==> config.mk <==
export PLATFORM = sky130hd
export DESIGN_NAME = sact_ram
export DESIGN_NICKNAME = d
export VERILOG_FILES = /design/src/hdl/set_assoc_cache_tag_controller_macros.svh /design/src/hdl/sact_ram.sv
export SDC_FILE = /design/constraint.sdc
export NUM_CORES = 1
export LEC_CHECK = 0
export BUFFER_PORTS_ARGS = -buffer_cell sky130_fd_sc_hd__buf_2
export CORE_MARGIN = 2
export CORE_UTILIZATION = 60
export DETAILED_ROUTE_END_ITERATION = 12
export PLACE_DENSITY_LB_ADDON = 0.25
export SYNTH_ARGS = -nofsm -noshare
export SYNTH_HDL_FRONTEND = slang
export SYNTH_SLANG_ARGS = --single-unit
export TNS_END_PERCENT = 10
==> constraint.sdc <==
create_clock -name i_clk -period 2.27 [get_ports i_clk]
set_input_delay 0.1135 -clock i_clk [delete_from_list [all_inputs] [get_ports i_clk]]
set_output_delay 0.1135 -clock i_clk [all_outputs]
set_load 0.005 [all_outputs]
==> src/hdl/set_assoc_cache_tag_controller_macros.svh <==
// ----------------------------------------------------------------------------
// Assertion macros for the set-associative cache tag controller
// Short forms for the clocked, reset-qualified checks used in the RTL.
// ----------------------------------------------------------------------------
`ifndef SET_ASSOC_CACHE_TAG_CONTROLLER_MACROS_SVH
`define SET_ASSOC_CACHE_TAG_CONTROLLER_MACROS_SVH

// Consequent must hold in the same cycle as the antecedent.
`define SACT_ASSERT_NOW(lbl, ante, cons, msg) \
    lbl: assert property (@(posedge i_clk) disable iff (!i_rst_n) \
        (ante) |-> (cons)) else $error(msg);

// Consequent must hold in the cycle after the antecedent.
`define SACT_ASSERT_NEXT(lbl, ante, cons, msg) \
    lbl: assert property (@(posedge i_clk) disable iff (!i_rst_n) \
        (ante) |=> (cons)) else $error(msg);

`endif

==> src/hdl/sact_ram.sv <==
// ----------------------------------------------------------------------------
// sact_ram
// Generic simple dual-port RAM with one write port and a registered read.
// ----------------------------------------------------------------------------
module sact_ram #(
    parameter int WIDTH = 8,
    parameter int DEPTH = 64
) (
    input  logic                                       i_clk,
    input  logic                                       i_we,
    input  logic [(DEPTH > 1 ? $clog2(DEPTH) : 1)-1:0] i_waddr,
    input  logic [WIDTH-1:0]                           i_wdata,
    input  logic [(DEPTH > 1 ? $clog2(DEPTH) : 1)-1:0] i_raddr,
    output logic [WIDTH-1:0]                           o_rdata
);

    logic [WIDTH-1:0] r_mem [DEPTH];
    logic [WIDTH-1:0] r_rdata;

    // A read of the address being written returns the old contents.
    always_ff @(posedge i_clk) begin
        if (i_we) begin
            r_mem[i_waddr] <= i_wdata;
        end
        r_rdata <= r_mem[i_raddr];
    end

    assign o_rdata = r_rdata;

endmodule

======== Yosys cells after proc, flatten, opt, wreduce, memory -nomap -nowiden ========
Memories as Yosys holds them, arrays and structs flattened. A register that Yosys moved wholly into a read port is not among the register bits.
Index checks and enable logic that the tools add are counted.
operators by class
  multipliers ............................. 0
  reductions and logical operators ........ 0
  add/subtract/negate cells ............... 0
  muxes and demuxes ....................... 2
  order comparisons ....................... 0
  equality and inequality tests ........... 0
  divide/modulo/power cells ............... 0
  bitwise operators ....................... 0
  shift operators ......................... 0
operators by type and width
  cell     count
  $mux W1  2
word-level totals
  ROM bits ................................ 0
  output and inout port bits .............. 8
  bits of input ports ..................... 22
  memories ................................ 1
  register bits after elaboration ......... 0
  word-level logic and storage cells ...... 3
  RAM bits ................................ 512
  latch bits .............................. 0
memories
  name   depth  bits a word  rd ports  clocked after memory_dff  write ports  RTL line        RTL
  r_mem  64     8            1         1                         1            sact_ram.sv:17  logic [WIDTH-1:0] r_mem [DEPTH];

======== Longest topological paths before layout ========
Gate-level depths: netlist of run 1.
  word-level depth ........................ 2
  mapped depth ............................ 9
  mapped depth without buffers ............ 5

======== Worst setup path before layout of run 1 ========
OpenSTA, ideal clock, no wires.
  path type ............................... input to register
  from .................................... input port i_raddr[1] (netlist name)
  to ...................................... register r_rdata[3] (netlist: o_rdata[3]) (read register of r_mem)
  arrival ................................. 1.653 ns
  path buffers ............................ 3
  required time ........................... 2.142 ns
  setup time .............................. 0.128 ns
  path slack .............................. 0.489 ns
  cell stages on the path ................. 7
  cells stage by stage .................... buf_4 buf_2 buf_2 mux4_2 mux4_2 o21ai_1 o41ai_1
RTL lines
  element          RTL line        RTL
  start, declared  sact_ram.sv:13  input logic [(DEPTH > 1 ? $clog2(DEPTH) : 1)-1:0] i_raddr,
  end, declared    sact_ram.sv:18  logic [WIDTH-1:0] r_rdata;

==> results of run 1 <==
how the worst max path moves through the flow:
stage / from / end / slack (ps) / cells past startpoint
2_1_floorplan: i_raddr[1] / o_rdata[3] / 490 / 7
3_3_place_gp: i_raddr[0] / o_rdata[2] / -2 / 7
3_5_place_dp: i_raddr[0] / o_rdata[2] / -50 / 7
4_1_cts: r_mem[29][6] / o_rdata[6] / 230 / 5
5_1_grt: r_mem[29][6] / o_rdata[6] / 200 / 5
6_report: r_mem[24][6] / o_rdata[6] / 230 / 5
cell usage after synthesis (2+ instances only):
cell type	number
buf_12	2
nand4_1	2
nor2b_1	14
buf_4	13
buf_1	4
o21a_1	2
nor4_1	2
mux2_2	13
a211oi_1	4
a21oi_1	3
nor3_1	7
edfxtp_1	512
buf_6	4
o221a_2	2
buf_2	11
a2111oi_0	2
dfxtp_1	8
o21ai_0	2
o221ai_1	8
nand2b_1	7
mux2i_1	23
mux4_2	126
o41ai_1	2
o22ai_1	8
o2bb2ai_1	3
a221oi_1	6
nand3_1	13
o32ai_1	2
nor2_1	83
o2111ai_1	3
nand3b_1	3
clkbuf_1	17
o21ai_1	2
a22oi_1	3
nand2_1	19
power groups by stage:
stage / combinational (mW) / clock (mW) / sequential [mW]
2_1_floorplan: 0.566 / 0 / 10.8
3_3_place_gp: 0.992 / 0 / 10.9
3_5_place_dp: 1.02 / 0 / 10.9
4_1_cts: 1.03 / 8.41 / 10.7
5_1_grt: 1.09 / 8.74 / 10.7
6_report: 1.03 / 8.32 / 10.7
cell type report:
class                      instances  area share, %
clock inverter                    24           1.17
tap                              448           2.42
sequential                       520           67.0
multi-input combinational        369           18.6
timing repair buffer             137           4.79
clock buffer                      61           5.93
antenna                            2         0.0216
logic make-up after synthesis:
group | after synthesis
flip-flops | 520
multiplexers | 162
AND/OR/NAND/NOR | 153
AO/OA/AOI/OAI | 54
buffers and inverters | 51
flip-flops by register name, indices dropped and copies added (netlist names):
| signal | cells |
|---|---|
| r_mem | 512 |
| o_rdata | 8 |
routing by layer:
| metal | share of wire (%) | track usage [%] | vias to the layer above |
|---|---|---|---|
| li1 | - | - | 4196 |
| met1 | 40 | 36.7 | 5315 |
| met2 | 49 | 41.8 | 490 |
| met3 | 8.2 | 5.35 | 84 |
| met4 | 2.6 | 7.23 | 2 |
| met5 | 0.029 | 0 | - |
worst max-delay path, cell delays in order, from the launching register on:
cell and delay [ps]:
edfxtp_1 380, mux4_2 460, mux2_2 270, o221a_2 290, nor3_1 370, o32ai_1 140
cells in the final DEF, fill, tap and decap left out, drive strengths merged, types with 3 or more instances in the layout:
cell type  netlist  final
o2111ai          3      3
dfxtp            8      8
bufinv           0      6
mux4           126    126
a21oi            3      3
nand3           13     13
o221ai           8      8
buf             34    135
mux2i           23     23
o21ai            4      4
nand3b           3      3
nand2b           7      7
edfxtp         512    512
nor2            83     83
nand2           19     19
o2bb2ai          3      3
clkbuf          17     62
a22oi            3      3
mux2            13     13
a221oi           6      6
nor3             7      7
clkinv           0     15
nor2b           14     14
o22ai            8      8
a211oi           4      4
repair_timing:
action,CTS,global route
hold endpoints to repair,2,0
hold buffers,1,0
gates resized for setup,0,0
==> metrics.md, run 1 <==
| Metric | Value |
|---|---|
| Outcome | complete, no violations |
| Critical path endpoint category | flop |
| Largest cells by area after synthesis | edfxtp_1, mux4_2, nor2_1 |
| Mux cell area share after synthesis | 15.9% |
| Vias | 10100 |
| Leak pwr | 7.49 nW |
| Sink Count | 520 |
| Syn Std Cell Area | 0.0202 mm^2 |
| Crit path time final | 2040 ps |
| Hpwl dp | 27200 um |
| Pint | 16.0 mW |
| Via-per-instance ratio | 6.46 |
| TritonCTS clock tree | yes |
| Pre-CTS worst setup slack | -52.9 ps |
| Worst slew pin tran | 835 ps |
| Min-Delay Endpoint | r_mem[18][1] |
| Synth Area in Simple Gates | 3.39% |
| Clock latency on the worst-skew pair | 550 ps |
| CTS max path bufs | 3 |
| R2R cell count | 5 |
| Max transition margin | 44.3% |
| Comb pwr share | 5.1% |
| Crit path kind | reg2reg |
| Fin crit share | 89.9% |
| Clock power frac | 41.6% |
| Max Fclk | 490 MHz |
| Max capacitance violation total | 0 |
| Post-synth top area share | 76.2% |
| Die ar. | 0.0351 mm^2 |
| Wire per inst | 28.5 um |
| Post-synthesis adder-cell area fraction | 0% |
| Sequential cell fraction of total power | 53.3% |
| Synth area leader | edfxtp_1 |
| Setup repair after global routing missed its margin | no |
| PwrDens | 863 mW/mm^2 |
| TritonCTS buffer count | 51 |
| Starting density of the core | 60.6% |
| Seq cells post-synth | 520 |
| DRT Pass-1 Iters | 5 |
| Clock transition at the registers of the reported paths | 60 ps |
| FF-to-FF setup slack | 230 ps |
| Area of the multi-input gates | 0.00432 mm^2 |
| Final setup margin | 228 ps |
| Setup-failing EPs final | 0 |
| Largest family of logic cells by synthesized area | multiplexers |
| Mean Syn Cell Area | 21.5 um^2 |
| Setup TNS | 0 ps |
| Die H | 187 um |
| Main synth FF type | edfxtp_1 |
| Rows | 67 |
| Startpoint types | flop |
| Final Core Density | 69.6% |
| Post-route insts no fill | 1561 |
| Overall Power | 20.0 mW |
| GR Util All Layers | 25.9% |
| Post-Syn Nets | 962 |
| Cell variety after synth | 40 |
| GPL Wtd Cong | 0.812 |
| Root Driver | clkbuf_16 |
| Worst Hold Class | in2reg |
| R2R Path Start | r_mem[24][6] |
| WL final | 44500 um |
| Depth of the worst hold-timing path | 2 |
| Layout Area Growth over Synthesis | 14.9% |
| Register area | 0.0155 mm^2 |
| Largest net degree at the start of global routing | 65 |
| Min-delay src | i_wdata[1] |
| Routed Antenna Nets | 0 |
| Post-synthesis compound-gate area fraction | 2.07% |
| IR drop worst, VDD | 0.000696 V |
| DRC viols | 0 |
| First-pass GRT wire length | 65900 um |
| Xor/xnor share of the synthesized area | 0% |
| Post-layout nets | 1101 |
| Final Hold Vio Count | 0 |
| Post-synth EDFFs | 512 |
| WP data arrival | 2460 ps |
| Setup bufs post-CTS | 0 |
| H-Tree Depth | 2 |
| Mapped Cells | 940 |
| Switching share of power | 20.1% |
| Input/output buffers | 29 |
| Drt first-iter violations | 1330 |
| Layout fillers | 2016 |
| Crit Path Max Fanout | 1 |
| Yosys Warn Count | 0 |
| Io pins | 30 |
| Initial antenna violation count | 3 |
| Post-synth ARST share | 0% |
| Reg-to-Reg End | o_rdata[6] |
| Sequential area share after synthesis | 77.0% |
| Slew Viols, Final | 0 |
| Vias in the first global route | 10300 |
| Worst hold slack | 62.5 ps |
| Placed cells | 1473 |
| Overflow left after global routing | 0 |
| Clock skew | 13.0 ps |
| Core Region | 0.0333 mm^2 |
| Share of cells above drive strength 1 | 31.6% |
| Placed instance area | 0.0215 mm^2 |
| Die width | 187 um |
| Critical Path RT | 2690 ps |
| P_sw | 4.01 mW |
| Design area | 0.0232 mm^2 |
No activity file was read; power rests on OpenSTA's default activity.
==> run 2, diff against run 1 <==
--- a/config.mk
+++ b/config.mk
@@ -8,3 +8,3 @@
 export BUFFER_PORTS_ARGS = -buffer_cell sky130_fd_sc_hd__buf_2
-export CORE_MARGIN = 2
+export CORE_MARGIN = 8
 export CORE_UTILIZATION = 60
==> constraint.sdc (replaced) <==
create_clock -name i_clk -period 2.27 [get_ports i_clk]
set_input_delay 0.227 -clock i_clk [delete_from_list [all_inputs] [get_ports i_clk]]
set_output_delay 0.227 -clock i_clk [all_outputs]
set_load 0.005 [all_outputs]
==> run 2 against run 1 <==
Compared with the run above:
- non-clock buffer count is 25 higher
- combinational power is essentially flat
- die area is 13% higher
- clock power is 4.8% lower
- worst setup slack improved by 37 ps
- flip-flop and latch count stayed put
==> metrics.md, run 2 (synthesis gave the netlist of run 1 again) <==
| Metric | Value |
|---|---|
| Pint | 15.7 mW |
| Overall Power | 19.6 mW |
| Die H | 199 um |
| Clock power frac | 40.3% |
| TritonCTS clock tree | yes |
| Input/output buffers | 29 |
| Layout Area Growth over Synthesis | 15.6% |
| Crit path kind | reg2reg |
| Overflow left after global routing | 0 |
| Slew Viols, Final | 0 |
| Initial antenna violation count | 2 |
| WL final | 44200 um |
| Setup repair after global routing missed its margin | no |
| Max transition margin | 46.4% |
| Post-layout nets | 1125 |
| Crit Path Max Fanout | 1 |
| Starting density of the core | 60.6% |
| DRC viols | 0 |
| Clock transition at the registers of the reported paths | 60 ps |
| TritonCTS buffer count | 50 |
| Top Layer Used | met5 |
| Crit path time final | 2000 ps |
| Outcome | complete, no violations |
| Root Driver | clkbuf_16 |
| Core Region | 0.0333 mm^2 |
| Die ar. | 0.0397 mm^2 |
| Switching share of power | 20.3% |
| Vias | 10200 |
| Drt first-iter violations | 1236 |
| DR WL met3 | 3690 um |
| Top reg by flops | r_mem |
| PwrDens | 842 mW/mm^2 |
| Share of cells above drive strength 1 | 32.3% |
| Final Hold Vio Count | 0 |
| IR drop worst, VDD | 0.000735 V |
| Critical Path RT | 2690 ps |
| Clock skew | 24.1 ps |
| Fin crit share | 88.3% |
| Worst slew pin tran | 804 ps |
| Max capacitance violation total | 0 |
| DRT Pass-1 Iters | 5 |
| P_sw | 3.98 mW |
| GR Util All Layers | 22.9% |
| Leak pwr | 7.58 nW |
| Startpoint types | flop |
| Max Fclk | 499 MHz |
| Commonest non-fill, non-tap cell in the layout | edfxtp_1 |
| First-pass GRT wire length | 66300 um |
| WP data arrival | 2420 ps |
| Rows | 67 |
| Largest net degree at the start of global routing | 53 |
| Wire per inst | 27.8 um |
| Comb pwr share | 5.4% |
| CTS max path bufs | 3 |
| Post-CTS Resized | 0 |
| Setup bufs post-CTS | 0 |
| Worst Hold Class | in2reg |
| Diode count | 0 |
| Vias in the first global route | 10300 |
| Max reg flops | 512 |
| Sink Count | 520 |
| Sequential cell fraction of total power | 54.3% |
| Die width | 199 um |
| Most frequent cells in the layout | edfxtp_1, mux4_2, buf_4, nor2_1, clkbuf_16 |
| Critical path endpoint category | flop |
| Via-per-instance ratio | 6.41 |
| Setup-failing EPs final | 0 |
| GPL Wtd Cong | 0.878 |
| FF-to-FF setup slack | 270 ps |
| Hold_buf cts | 0 |
| WL met1 | 17900 um |
| Clock latency on the worst-skew pair | 550 ps |
| Hpwl dp | 28500 um |
| Io pins | 30 |
| Setup TNS | 0 ps |
| Met2 Wirelength | 21600 um |
| H-Tree Depth | 2 |
| Routed Antenna Nets | 0 |
-- run 2: changes by cell type in the layout (fill, tap and decap cells not counted) --
cell and delta:
buf_12 +4, buf_4 +22, diode_2 -2, clkinvlp_4 +1, clkbuf_1 +12, bufinv_16 -2, clkinv_1 +3, dlygate4sd3_1 -1
clkinv_2 -1, clkbuf_8 -6
-- run 2: power groups by stage --
stage	Combinational [mW]	Sequential, mW	Clock (mW)
floorplan	0.566	10.8	0
global placement	1.03	10.9	0
detailed placement	1.06	10.9	0
CTS	1.07	10.7	8.02
global route	1.13	10.7	8.36
finish	1.06	10.7	7.92
-- run 2: worst paths after layout --
check,endpoint,startpoint,cells past startpoint
max,o_rdata[3],r_mem[3][3],5
min,r_mem[48][7],i_wdata[7],1
max reg2reg,o_rdata[3],r_mem[3][3],5
min reg2reg,o_rdata[6],r_mem[27][6],3
-- run 2: metrics by stage --
stage / cells / utilization, % / setup slack [ps] / hold WS, ps / cell area [um^2]
2_1_floorplan: 940 / - / 375 / 326 / 20200
3_3_place_gp: 1499 / 65.4 / -26.3 / 580 / 21800
3_5_place_dp: 1499 / 65.4 / -193 / 613 / 21800
4_1_cts: 1591 / 70.1 / 227 / 38.9 / 23300
5_1_grt: 1591 / 70.1 / 139 / 51.0 / 23300
6_report: 1591 / 70.1 / 265 / 49.4 / 23300
-- run 2: cell type report --
cell class                      instances  area, um^2
Clock buffer                           67        1340
Clock inverter                         25         224
Fill cell                            2030        9960
Multi-Input combinational cell        369        4320
Sequential cell                       520       15500
Tap cell                              448         561
Timing Repair Buffer                  162        1350
-- run 2: critical path, cell delays in order, from the launching register on --
cell and delay, ps:
edfxtp_1 360, mux4_2 460, nor2b_1 150, a2111oi_0 610
buf_4 240, o41ai_1 80
-- run 2: layer usage --
layer  up-vias  global-route usage, %
met3        71                   3.62
met2       510                   36.9
met1      5363                   32.7
met4         4                   5.91
li1       4252                      -
met5         -                      0
==> run 3, diff against run 2 <==
==> constraint.sdc (replaced) <==
create_clock -name i_clk -period 2.27 [get_ports i_clk]
set_input_delay 0.454 -clock i_clk [delete_from_list [all_inputs] [get_ports i_clk]]
set_output_delay 0.454 -clock i_clk [all_outputs]
set_load 0.005 [all_outputs]
==> run 3 against run 2 <==
Compared with the run above:
- register-to-register slack gained 30 ps
- final cell count grew 1.3%
- clock power increased by 5.6%
- largest power group unchanged
- first-iteration DRC count is 4.5% lower
- combinational power hardly changed
- clock skew down 12 ps
- largest cell class unchanged
- wire length up 2.0%
- critical path depth did not move
- global-route usage is 0.41 points higher
- critical path type unchanged
- via count rose by 0.99%
- critical endpoint is now o_rdata[0]
- power grew 2.4%
==> metrics.md, run 3 (synthesis gave the netlist of run 1 again) <==
| Metric | Value |
|---|---|
| Via-per-instance ratio | 6.39 |
| Setup bufs post-CTS | 0 |
| Io pins | 30 |
| Pre-CTS worst setup slack | -163 ps |
| Worst slew pin tran | 764 ps |
| Die width | 199 um |
| Worst Hold Class | in2reg |
| Sink Count | 520 |
| Clock skew | 11.9 ps |
| R2R Path Start | r_mem[47][0] |
| Critical Path RT | 2710 ps |
| Critical path endpoint category | flop |
| Crit-path slowest cell | mux4_2 |
| Area of the multi-input gates | 0.00432 mm^2 |
| Delay-heaviest family, CP | multiplexers |
| Worst hold slack | 342 ps |
| Vias in the first global route | 10500 |
| Largest net degree at the start of global routing | 65 |
| Critical path origin | r_mem[47][0] |
| CP cell instances | mux4_2 > mux2_2 > a221oi_1 > buf_4 > o2bb2ai_1 |
| Outcome | complete, no violations |
| Core Region | 0.0333 mm^2 |
| IR drop worst, VDD | 0.000752 V |
| Placed cells | 1519 |
| Overflow left after global routing | 0 |
| Routed Antenna Nets | 0 |
| Diode count | 0 |
| Post-layout nets | 1145 |
| H-Tree Depth | 2 |
| Commonest non-fill, non-tap cell in the layout | edfxtp_1 |
| WP data arrival | 2410 ps |
| Min-delay src | i_raddr[5] |
| Max transition margin | 49.1% |
| Fin crit share | 86.8% |
| Die H | 199 um |
| Wire per inst | 28.0 um |
| Setup repair after global routing missed its margin | no |
| Startpoint types | flop |
| Design area | 0.0236 mm^2 |
| Input/output buffers | 29 |
| Starting density of the core | 60.6% |
| Crit path kind | reg2reg |
| Rows | 67 |
| First-pass GRT wire length | 67000 um |
| Die ar. | 0.0397 mm^2 |
| Vias | 10300 |
| Root Driver | clkbuf_16 |
| GR Util All Layers | 23.3% |
| Hold_buf cts | 0 |
| TritonCTS buffer count | 50 |
| CTS max path bufs | 3 |
| WL final | 45100 um |
| Drt first-iter violations | 1180 |
| Post-CTS Resized | 0 |
| Layout Area Growth over Synthesis | 16.9% |
| Layout fillers | 1966 |
| Share of cells above drive strength 1 | 34.4% |
| Max capacitance violation total | 0 |
| Leak pwr | 7.75 nW |
| Max reg flops | 512 |
| Top reg by flops | r_mem |
| Most frequent cells in the layout | edfxtp_1, buf_4, mux4_2, nor2_1, clkbuf_16 |
| Initial antenna violation count | 1 |
| Final Hold Vio Count | 0 |
| TritonCTS clock tree | yes |
| Clock transition at the registers of the reported paths | 60 ps |
| Slew Viols, Final | 0 |
| DRT Pass-1 Iters | 5 |
| Clock latency on the worst-skew pair | 550 ps |
| DRC viols | 0 |
| Crit path time final | 1970 ps |
| Crit Path Max Fanout | 1 |
| Final setup margin | 299 ps |
| CP peak stage delay | 490 ps |
| Register area | 0.0155 mm^2 |
| Hpwl dp | 29200 um |
| GPL Wtd Cong | 0.846 |
| Max Fclk | 507 MHz |
| Buf/Inv on CP | 1 |
| Post-route insts no fill | 1612 |
| Setup TNS | 0 ps |
| Setup-failing EPs final | 0 |
| PwrDens | 853 mW/mm^2 |
| Placed instance area | 0.0219 mm^2 |
==> run 3: worst min-delay path, stage by stage <==
cell       delay (ps)
buf_2             220
nand2_1           100
o2bb2ai_1          60
==> run 3: cell type report <==
| cell class | instances | share of cell area, % |
|---|---|---|
| flip-flops and latches | 520 | 65.9 |
| well taps | 448 | 2.38 |
| repair buffers | 182 | 6.39 |
| multi-input cells | 369 | 18.3 |
| clock inverters | 35 | 1.47 |
| clock buffers | 58 | 5.57 |
==> run 3: worst paths after layout <==
check / end / depth (start not counted) / slack, ps
min: o_rdata[2] / 3 / 340
max: o_rdata[0] / 5 / 300
max reg2reg: o_rdata[0] / 5 / 300
min reg2reg: o_rdata[4] / 3 / 870
==> run 3: metal layers <==
metal / vias to the layer above / track usage, % / share of wire, %
li1: 4294 / - / -
met1: 5297 / 32.5 / 40
met2: 599 / 37.4 / 48
met3: 109 / 4.18 / 8.9
met4: 2 / 7.55 / 3.1
met5: - / 0 / 0.029
==> run 3: through the flow <==
| stage | power (mW) | util (%) |
|---|---|---|
| after floorplan | 11.4 | - |
| after detailed placement | 11.9 | 65.9 |
| final | 20.1 | 70.8 |
| after global routing | 20.6 | 70.8 |
| after CTS | 20.2 | 70.8 |
| after global placement | 11.9 | 65.9 |
==> run 3: power breakdown <==
group | internal (mW) | switching (mW)
clock network | 4.93 | 3.43
registers | 10.6 | 0.0379
logic | 0.469 | 0.616
total | 16.0 | 4.09
